## src/rtl/text_console_char_writer_defines.svh

```systemverilog
// ============================================================================
// Text console character writer: assertion macros
// Shared assertion macros that are active in simulation and empty in synthesis.
// ============================================================================
`ifndef TEXT_CONSOLE_CHAR_WRITER_DEFINES_SVH
`define TEXT_CONSOLE_CHAR_WRITER_DEFINES_SVH

`ifndef SYNTHESIS
`define TCCW_ASSERT(lbl, prop) \
  lbl: assert property (@(posedge clk_i) disable iff (!rst_ni) prop) \
    else $error("text console writer: check failed");
`define TCCW_ASSERT_NEXT(lbl, ante, cons) \
  lbl: assert property (@(posedge clk_i) disable iff (!rst_ni) (ante) |=> (cons)) \
    else $error("text console writer: check failed");
`else
`define TCCW_ASSERT(lbl, prop)
`define TCCW_ASSERT_NEXT(lbl, ante, cons)
`endif

`endif

```

## src/rtl/tccw_pkg.sv

```systemverilog
// ============================================================================
// Text console character writer: package
// Operation and character codes and the controller/datapath interface types.
// ============================================================================
package tccw_pkg;

  localparam logic [1:0] OP_PUT   = 2'd0;
  localparam logic [1:0] OP_READ  = 2'd1;
  localparam logic [1:0] OP_CLEAR = 2'd2;

  localparam logic [7:0] CH_NEWLINE   = 8'h0A;
  localparam logic [7:0] CH_BACKSPACE = 8'h08;
  localparam logic [7:0] CH_TAB       = 8'h09;
  localparam logic [7:0] CH_SPACE     = 8'h20;

  typedef struct packed {
    logic capture;
    logic commit_put;
    logic start_zfill;
    logic start_sfill;
    logic fill_step;
    logic read_issue;
    logic clear;
    logic load_out;
  } tccw_cmd_t;

  typedef struct packed {
    logic is_put;
    logic is_read;
    logic is_clear;
    logic need_zfill;
    logic need_scroll;
    logic fill_last;
  } tccw_status_t;

endpackage

```

## src/rtl/tccw_ctrl.sv

```systemverilog
// ============================================================================
// Text console character writer: controller
// Sequences each operation through execute, row fill and result hand-off.
// ============================================================================
module tccw_ctrl (
  input  logic                  clk_i,
  input  logic                  rst_ni,
  input  logic                  in_valid_i,
  output logic                  in_stall_o,
  output logic                  out_valid_o,
  input  logic                  out_stall_i,
  input  tccw_pkg::tccw_status_t status_i,
  output tccw_pkg::tccw_cmd_t   cmd_o
);
  import tccw_pkg::*;

  localparam logic [2:0] S_IDLE  = 3'd0;
  localparam logic [2:0] S_EXEC  = 3'd1;
  localparam logic [2:0] S_ZFILL = 3'd2;
  localparam logic [2:0] S_SFILL = 3'd3;
  localparam logic [2:0] S_DONE  = 3'd4;

  logic [2:0] state_q, state_d;
  logic       out_valid_q, out_valid_d;
  logic       out_free;

  assign out_free    = !out_valid_q || !out_stall_i;
  assign in_stall_o  = (state_q != S_IDLE);
  assign out_valid_o = out_valid_q;

  always_comb begin
    state_d = state_q;
    cmd_o   = '0;
    case (state_q)
      S_IDLE: begin
        if (in_valid_i) begin
          cmd_o.capture = 1'b1;
          state_d       = S_EXEC;
        end
      end
      S_EXEC: begin
        if (status_i.is_put) begin
          if (status_i.need_zfill) begin
            cmd_o.start_zfill = 1'b1;
            state_d           = S_ZFILL;
          end else begin
            cmd_o.commit_put = 1'b1;
            if (status_i.need_scroll) begin
              cmd_o.start_sfill = 1'b1;
              state_d           = S_SFILL;
            end else begin
              state_d = S_DONE;
            end
          end
        end else if (status_i.is_read) begin
          cmd_o.read_issue = 1'b1;
          state_d          = S_DONE;
        end else if (status_i.is_clear) begin
          cmd_o.clear = 1'b1;
          state_d     = S_DONE;
        end else begin
          state_d = S_DONE;
        end
      end
      S_ZFILL: begin
        cmd_o.fill_step = 1'b1;
        if (status_i.fill_last) begin
          state_d = S_EXEC;
        end
      end
      S_SFILL: begin
        cmd_o.fill_step = 1'b1;
        if (status_i.fill_last) begin
          state_d = S_DONE;
        end
      end
      S_DONE: begin
        if (out_free) begin
          cmd_o.load_out = 1'b1;
          state_d        = S_IDLE;
        end
      end
      default: begin
        state_d = S_IDLE;
      end
    endcase
  end

  always_comb begin
    out_valid_d = out_valid_q;
    if (cmd_o.load_out) begin
      out_valid_d = 1'b1;
    end else if (out_valid_q && !out_stall_i) begin
      out_valid_d = 1'b0;
    end
  end

  always_ff @(posedge clk_i or negedge rst_ni) begin
    if (!rst_ni) begin
      state_q     <= S_IDLE;
      out_valid_q <= 1'b0;
    end else begin
      state_q     <= state_d;
      out_valid_q <= out_valid_d;
    end
  end

endmodule

```

## config.mk

```make
export PLATFORM = sky130hd
export DESIGN_NAME = tccw_ctrl
export DESIGN_NICKNAME = d
export VERILOG_FILES = /design/src/rtl/text_console_char_writer_defines.svh /design/src/rtl/tccw_pkg.sv /design/src/rtl/tccw_ctrl.sv
export SDC_FILE = /design/constraint.sdc
export NUM_CORES = 1
export LEC_CHECK = 0
export BUFFER_PORTS_ARGS = -buffer_cell sky130_fd_sc_hd__buf_2
export CAP_MARGIN = 20
export CELL_PAD_IN_SITES_DETAIL_PLACEMENT = 0
export CELL_PAD_IN_SITES_GLOBAL_PLACEMENT = 1
export CORE_AREA = 2 2 39 41
export CTS_CLUSTER_SIZE = 8
export DETAILED_ROUTE_END_ITERATION = 10
export DIE_AREA = 0 0 41 43
export PLACE_DENSITY_LB_ADDON = 0.3
export SLEW_MARGIN = 15
export SYNTH_ARGS = -nofsm -noshare
export SYNTH_HDL_FRONTEND = slang
export SYNTH_SLANG_ARGS = --single-unit
export TNS_END_PERCENT = 20
```

## constraint.sdc

```tcl
create_clock -name clk_i -period 1.5 [get_ports clk_i]
set_input_delay 0.375 -clock clk_i [delete_from_list [all_inputs] [get_ports clk_i]]
set_output_delay 0.375 -clock clk_i [all_outputs]
set_load 0.01 [all_outputs]
```

==> impl_metrics.tcl, run 1 <==
set metrics [dict create \
    status "complete, but fails checks" \
    violations "negative setup slack" \
    place_area_um2 412 \
    startpoint_type "flip-flop" \
    cts_sinks 4 \
    fin_area_um2 479 \
    setup_ws_ns -0.128 \
    slowest_delay_ns 0.39 \
    num_vias 310 \
    path_delay_family "flip-flops" \
    skew_ns 0.00216 \
    yosysWarnings 0 \
    grt_max_degree 10 \
    grt_pass1_wl_um 1090 \
    drt-wirelength-per-cell_um 9.42 \
    cp.arrival_ns 1.25 \
    post-route-util_pct 34.6 \
    layout_min_cycle_time_ns 1.63 \
    cts.path.max_buffers 2 \
    drv_cap 0 \
    die_width_um 41 \
    setup_tns_ns -0.486 \
    clk_latency_ns 0.23 \
    ant_nets 0 \
    endpoint_kind "output port" \
    cts_tree "yes" \
    vdd_drop_max_v 0.000629 \
    drv_slew 0 \
    r2r_setup_slack_ns 0.36 \
    place_congestion 0.664 \
    die_h_um 43 \
    htree_levels 1 \
    hpwlAfterDp_um 577 \
    layout-drive-gt1-share_pct 56.1 \
    synth_cell_types 20 \
    antenna_found_initial 0 \
    gr-usage-all-layers_pct 9.38 \
    coreArea_um2 1380 \
    worstMarginPinSlew_ns 0.206 \
    path_max_fanout 7 \
    worstPathRequired_ns 1.12 \
    power_uw 789 \
    grt_pass1_vias 289 \
    wirelength_um 688 \
    crit_buf_inv 2 \
    syn_area_um2 293 \
    synthCells 32 \
    ys_ff_latch 4 \
    io_buffer_count 19 \
    layout_commonest_cell "buf_2" \
    pin_count 20 \
    hold_class "input port to flip-flop" \
    yosysSeqAreaShare_pct 34.2 \
    syn2layout_area_growth_pct 63.7 \
    cts_root_buffer "clkbuf_4" \
    crit_chain "buf_6 > or3_1 > buf_2" \
    cp_slowest_cell "dfrtp_1" \
    hold_viol 0 \
    cts_buffers 3 \
    fmax_mhz 614 \
    period_share_pct 109 \
    critPathKind "flip-flop to output port" \
    rsz0062_at_grt "yes" \
    vias_per_cell 4.25 \
    start_util_pct 21.2 \
    nets 69 \
    drt_iter0_drc 1 \
    syn_area_per_cell_um2 9.15 \
    dr.pass1.iters 3 \
    setup-violations-final 6 \
    antenna_cells 0 \
    grt_overflow 0 \
    clkSlewWorstSetupHoldPaths_ns 0.04 \
    p_per_area_nw_per_um2 1650 \
    relSlewSlack_pct 86.2 \
    drc 0 \
    p_leak_nw 0.259 \
    die-area_um2 1760 \
    row_count 14 \
    syn-num-nets 42 \
]
-- sequential cells by signal, indices dropped and copies added (netlist names) --
| signal | cells |
|---|---|
| state_q | 3 |
| out_valid_o | 1 |
-- tightest hold or removal path: cells and delay by family --
| kind | cells | cell delay, ns |
|---|---|---|
| buf+inv | 1 | 0.09 |
| simple gates | 2 | 0.12 |
-- area by class of cell --
class,instances,area (µm²)
sequential,4,101
tap,16,20.0
inverter,1,3.75
multi-input combinational,25,189
timing repair buffer,24,143
clock buffer,3,22.5
fill,151,905
-- synthesized netlist by cell type (all sizes together) --
cell	instances	area share, %
a21oi	3	5.1
o22ai	1	2.1
inv	1	1.3
nor2	4	5.1
and2	1	2.1
nor2b	1	2.1
nand2b	1	2.1
nand3b	2	5.1
nand2	3	3.8
xor2	1	3.0
and4b	1	4.7
nand4bb	1	3.8
dfrtp	4	34
or3	1	2.1
and4	1	3.0
nor3b	2	5.1
buf	2	6.4
a21bo	1	3.4
nor4b	1	5.1
-- per-layer routing --
metal | vias up | wire, µm | track usage (%) | share of wire (%)
met1 | 136 | 292 | 10.5 | 42
met3 | 0 | 62 | 3.66 | 9.0
met5 | - | 0 | 0 | 0
met4 | 0 | 0 | 8.00 | 0
li1 | 163 | - | - | -
met2 | 11 | 333 | 13.1 | 48
-- final timing paths --
check | from | end | depth (start not counted)
worst max-delay path | state_q[1] | in_stall_o | 3
worst min-delay path | out_stall_i | out_valid_o | 3
worst max register to register | state_q[1] | state_q[0] | 4
worst min register to register | out_valid_o | out_valid_o | 2
max in group asynchronous | rst_ni | state_q[0] | 2
min in group asynchronous | rst_ni | state_q[2] | 2
-- kinds of logic (layout without fill, tap and decap cells) --
group,count (synthesis),in the layout,share of synthesized area [%]
flip-flops,4,4,34.2
AND/OR/NAND/NOR,19,19,44.4
XOR/XNOR,1,1,2.99
AO/OA/AOI/OAI,5,5,10.7
buffers and inverters,3,28,7.69
-- what timing repair did --
item,CTS,global route
gates resized for setup,3,4
setup buffers,1,0
hold buffers,1,0
endpoints found under the setup margin,8,9
pin swaps,6,2
hold endpoints to repair,4,0
-- metrics by stage --
step	hold WS, ns	setup WS [ns]	instances
floorplan	0.0794	0.111	32
global placement	0.182	0.0472	68
detailed placement	0.182	0.0523	68
CTS	0.379	-0.135	73
global route	0.389	-0.194	73
finish	0.382	-0.128	73
-- power by group --
part	switching [mW]	internal, mW
Combinational	0.203	0.242
Clock	0.0392	0.0892
Sequential	0.0618	0.154
Total	0.304	0.485
(Power assumes the default switching activity.)
==> run 2: changes to the inputs <==
- ABC_AREA: default -> 1
==> run 2 against run 1 <==
Against the previous run: register-to-register slack lost 0.20 ns; largest cell class unchanged; via count increased by 25%; the flow still finishes with violations (negative setup slack); clock skew up 0.0043 ns; area after synthesis grew 0.85%; largest power group unchanged.
==> impl_metrics.tcl, run 2 <==
set metrics [dict create \
    antenna_found_initial 0 \
    start_util_pct 21.3 \
    largest_register_ffs 3 \
    dr.pass1.iters 2 \
    hold_class "input port to flip-flop" \
    whs_path_depth 3 \
    die_h_um 43 \
    row_count 14 \
    yosysSeqAreaShare_pct 33.9 \
    grt_overflow 0 \
    die-area_um2 1760 \
    ys_ff_latch 4 \
    coreArea_um2 1380 \
    skew_ns 0.00643 \
    relSlewSlack_pct 85.1 \
    pwr-share-seq_pct 21.0 \
    cts_sinks 4 \
    clkSlewWorstSetupHoldPaths_ns 0.04 \
    clockPowerShare_pct 14.1 \
    drv_cap 0 \
    endpoint_kind "output port" \
    p_per_area_nw_per_um2 1810 \
    drt_iter0_drc 1 \
    worstPathRequired_ns 1.12 \
    synthCells 48 \
    setup_ws_ns -0.00407 \
    pwr-share-comb_pct 65.0 \
    critPathKind "flip-flop to output port" \
    p_sw_share_pct 42.9 \
    antenna_cells 0 \
    hold_ws_ns 0.360 \
    pin_count 20 \
    num_vias 387 \
    vias_per_cell 4.16 \
    syn-num-nets 58 \
    place_congestion 0.745 \
    syn2layout_area_growth_pct 78.4 \
    worstMarginPinSlew_ns 0.221 \
    drv_slew 0 \
    cts_buffers 3 \
    internal_power_uw 546 \
    path_max_fanout 6 \
    top_register "state_q" \
    io_buffer_count 19 \
    layout_common_cells "19 x buf_2, 11 x nand2_1, 8 x inv_1, 8 x nor2_1, 7 x buf_4" \
    setup-violations-final 2 \
    syn_area_um2 295 \
    ys_top_cells_by_area "dfrtp_1 34%, nand2_1 14%, inv_1 11%, nor2_1 11%, nand3_1 8.5%" \
    cp.arrival_ns 1.13 \
    post-synth-top-count-cell "nand2_1" \
    cts_tree "yes" \
    grt_pass1_wl_um 1270 \
    violations "negative setup slack" \
    yosysWarnings 0 \
    rsz0062_at_grt "yes" \
    vdd_drop_max_v 0.000570 \
    nets 89 \
    htree_levels 1 \
    drc 0 \
    layout-drive-gt1-share_pct 49.4 \
    hpwlAfterDp_um 609 \
    fmax_mhz 665 \
    drt-wirelength-per-cell_um 8.15 \
    yosysTopAreaCell "dfrtp_1" \
    p_leak_nw 0.324 \
    startpoint_type "flip-flop" \
    gr-usage-all-layers_pct 11.0 \
    synth_cell_types 12 \
    layout_min_cycle_time_ns 1.50 \
    synth_edf_count 0 \
    cts.path.max_buffers 2 \
    place_ws_ns 0.156 \
    wirelength_um 758 \
    reg2reg_depth 7 \
    grt_pass1_vias 324 \
    syn_area_per_cell_um2 6.15 \
    yosysTopAreaCellShare_pct 33.9 \
    period_share_pct 100 \
    p_sw_uw 410 \
    status "complete, but fails checks" \
    ant_nets 0 \
    synthArstFlopShare_pct 100 \
    cts_root_buffer "clkbuf_4" \
    synth_commonest_cells "11 x nand2_1, 9 x inv_1, 9 x nor2_1" \
    layout_commonest_cell "buf_2" \
    synth_flop_cell "dfrtp_1" \
    die_width_um 41 \
    power_uw 956 \
    grt_max_degree 8 \
    hold_viol 0 \
    clk_latency_ns 0.24 \
]
## run 2: changes by cell type in the layout (fill, tap and decap cells not counted), moves of 2 or more
cell      change
a21oi_1       -3
buf_4         +5
buf_6         -2
inv_1         +7
nand2_1       +8
nand3_1       +5
nand3b_1      -2
nor2_1        +5
nor2_4        +3
nor3_2        +3
## run 2: per-layer routing
layer | part of all wire (%) | GRT usage, % | vias up
li1 | - | - | 207
met1 | 42 | 13.2 | 160
met2 | 48 | 15.0 | 17
met3 | 8.2 | 4.71 | 3
met4 | 1.8 | 8.00 | 0
met5 | 0 | 0 | -
## run 2: path summary, 6_finish.rpt
path | from | endpoint | slack (ns)
hold / removal | out_stall_i | out_valid_o | 0.36
hold reg to reg | out_valid_o | out_valid_o | 0.48
max in group asynchronous | rst_ni | state_q[2] | 0.91
min in group asynchronous | rst_ni | out_valid_o | 0.46
setup / recovery | state_q[0] | cmd_o[2] | -0.004
setup reg to reg | state_q[0] | state_q[1] | 0.16
## run 2: cell families after synthesis
family / count (synthesis) / synth area share, %
AOI/OAI and AO/OA: 3 / 6.78
buffers and inverters: 10 / 14.0
DFF: 4 / 33.9
and+or+nand+nor: 31 / 45.3
## run 2: timing repair
item / CTS / global route
pin swaps: 0 / 1
resized for setup: 0 / 10
hold buffers: 1 / 0
gates cloned: 0 / 0
setup endpoints to repair: 6 / 8
setup buffers: 2 / 3
endpoints found under the hold margin: 4 / 0
## run 2: power groups by stage
stage	Clock (mW)	Combinational (mW)	Sequential, mW
floorplan	0	0.278	0.199
global placement	0	0.456	0.198
detailed placement	0	0.449	0.199
CTS	0.141	0.494	0.193
global route	0.151	0.699	0.210
finish	0.134	0.621	0.201
## run 2: layout make-up
class	count	area, µm²
multi-input combinational	34	191
sequential	4	101
inverter	9	33.8
timing repair buffer	27	158
tap	16	20.0
fill	161	857
clock buffer	3	22.5
## run 2: critical path, cell delays in order (launching register included)
cell,delay (ns)
dfrtp_1,0.36
inv_1,0.08
nor2_4,0.13
nand2_4,0.08
nor3_2,0.10
buf_2,0.14
## run 2: per-stage QoR
stage / cell area (µm²) / instances / TNS (ns) / utilization (%)
after floorplan: 295 / 48 / 0 / -
after global placement: 418 / 84 / 0 / 30.2
after detailed placement: 418 / 84 / 0 / 30.2
after CTS: 465 / 90 / -0.237 / 33.6
after global routing: 527 / 93 / -0.605 / 38.1
final: 527 / 93 / -0.00491 / 38.1
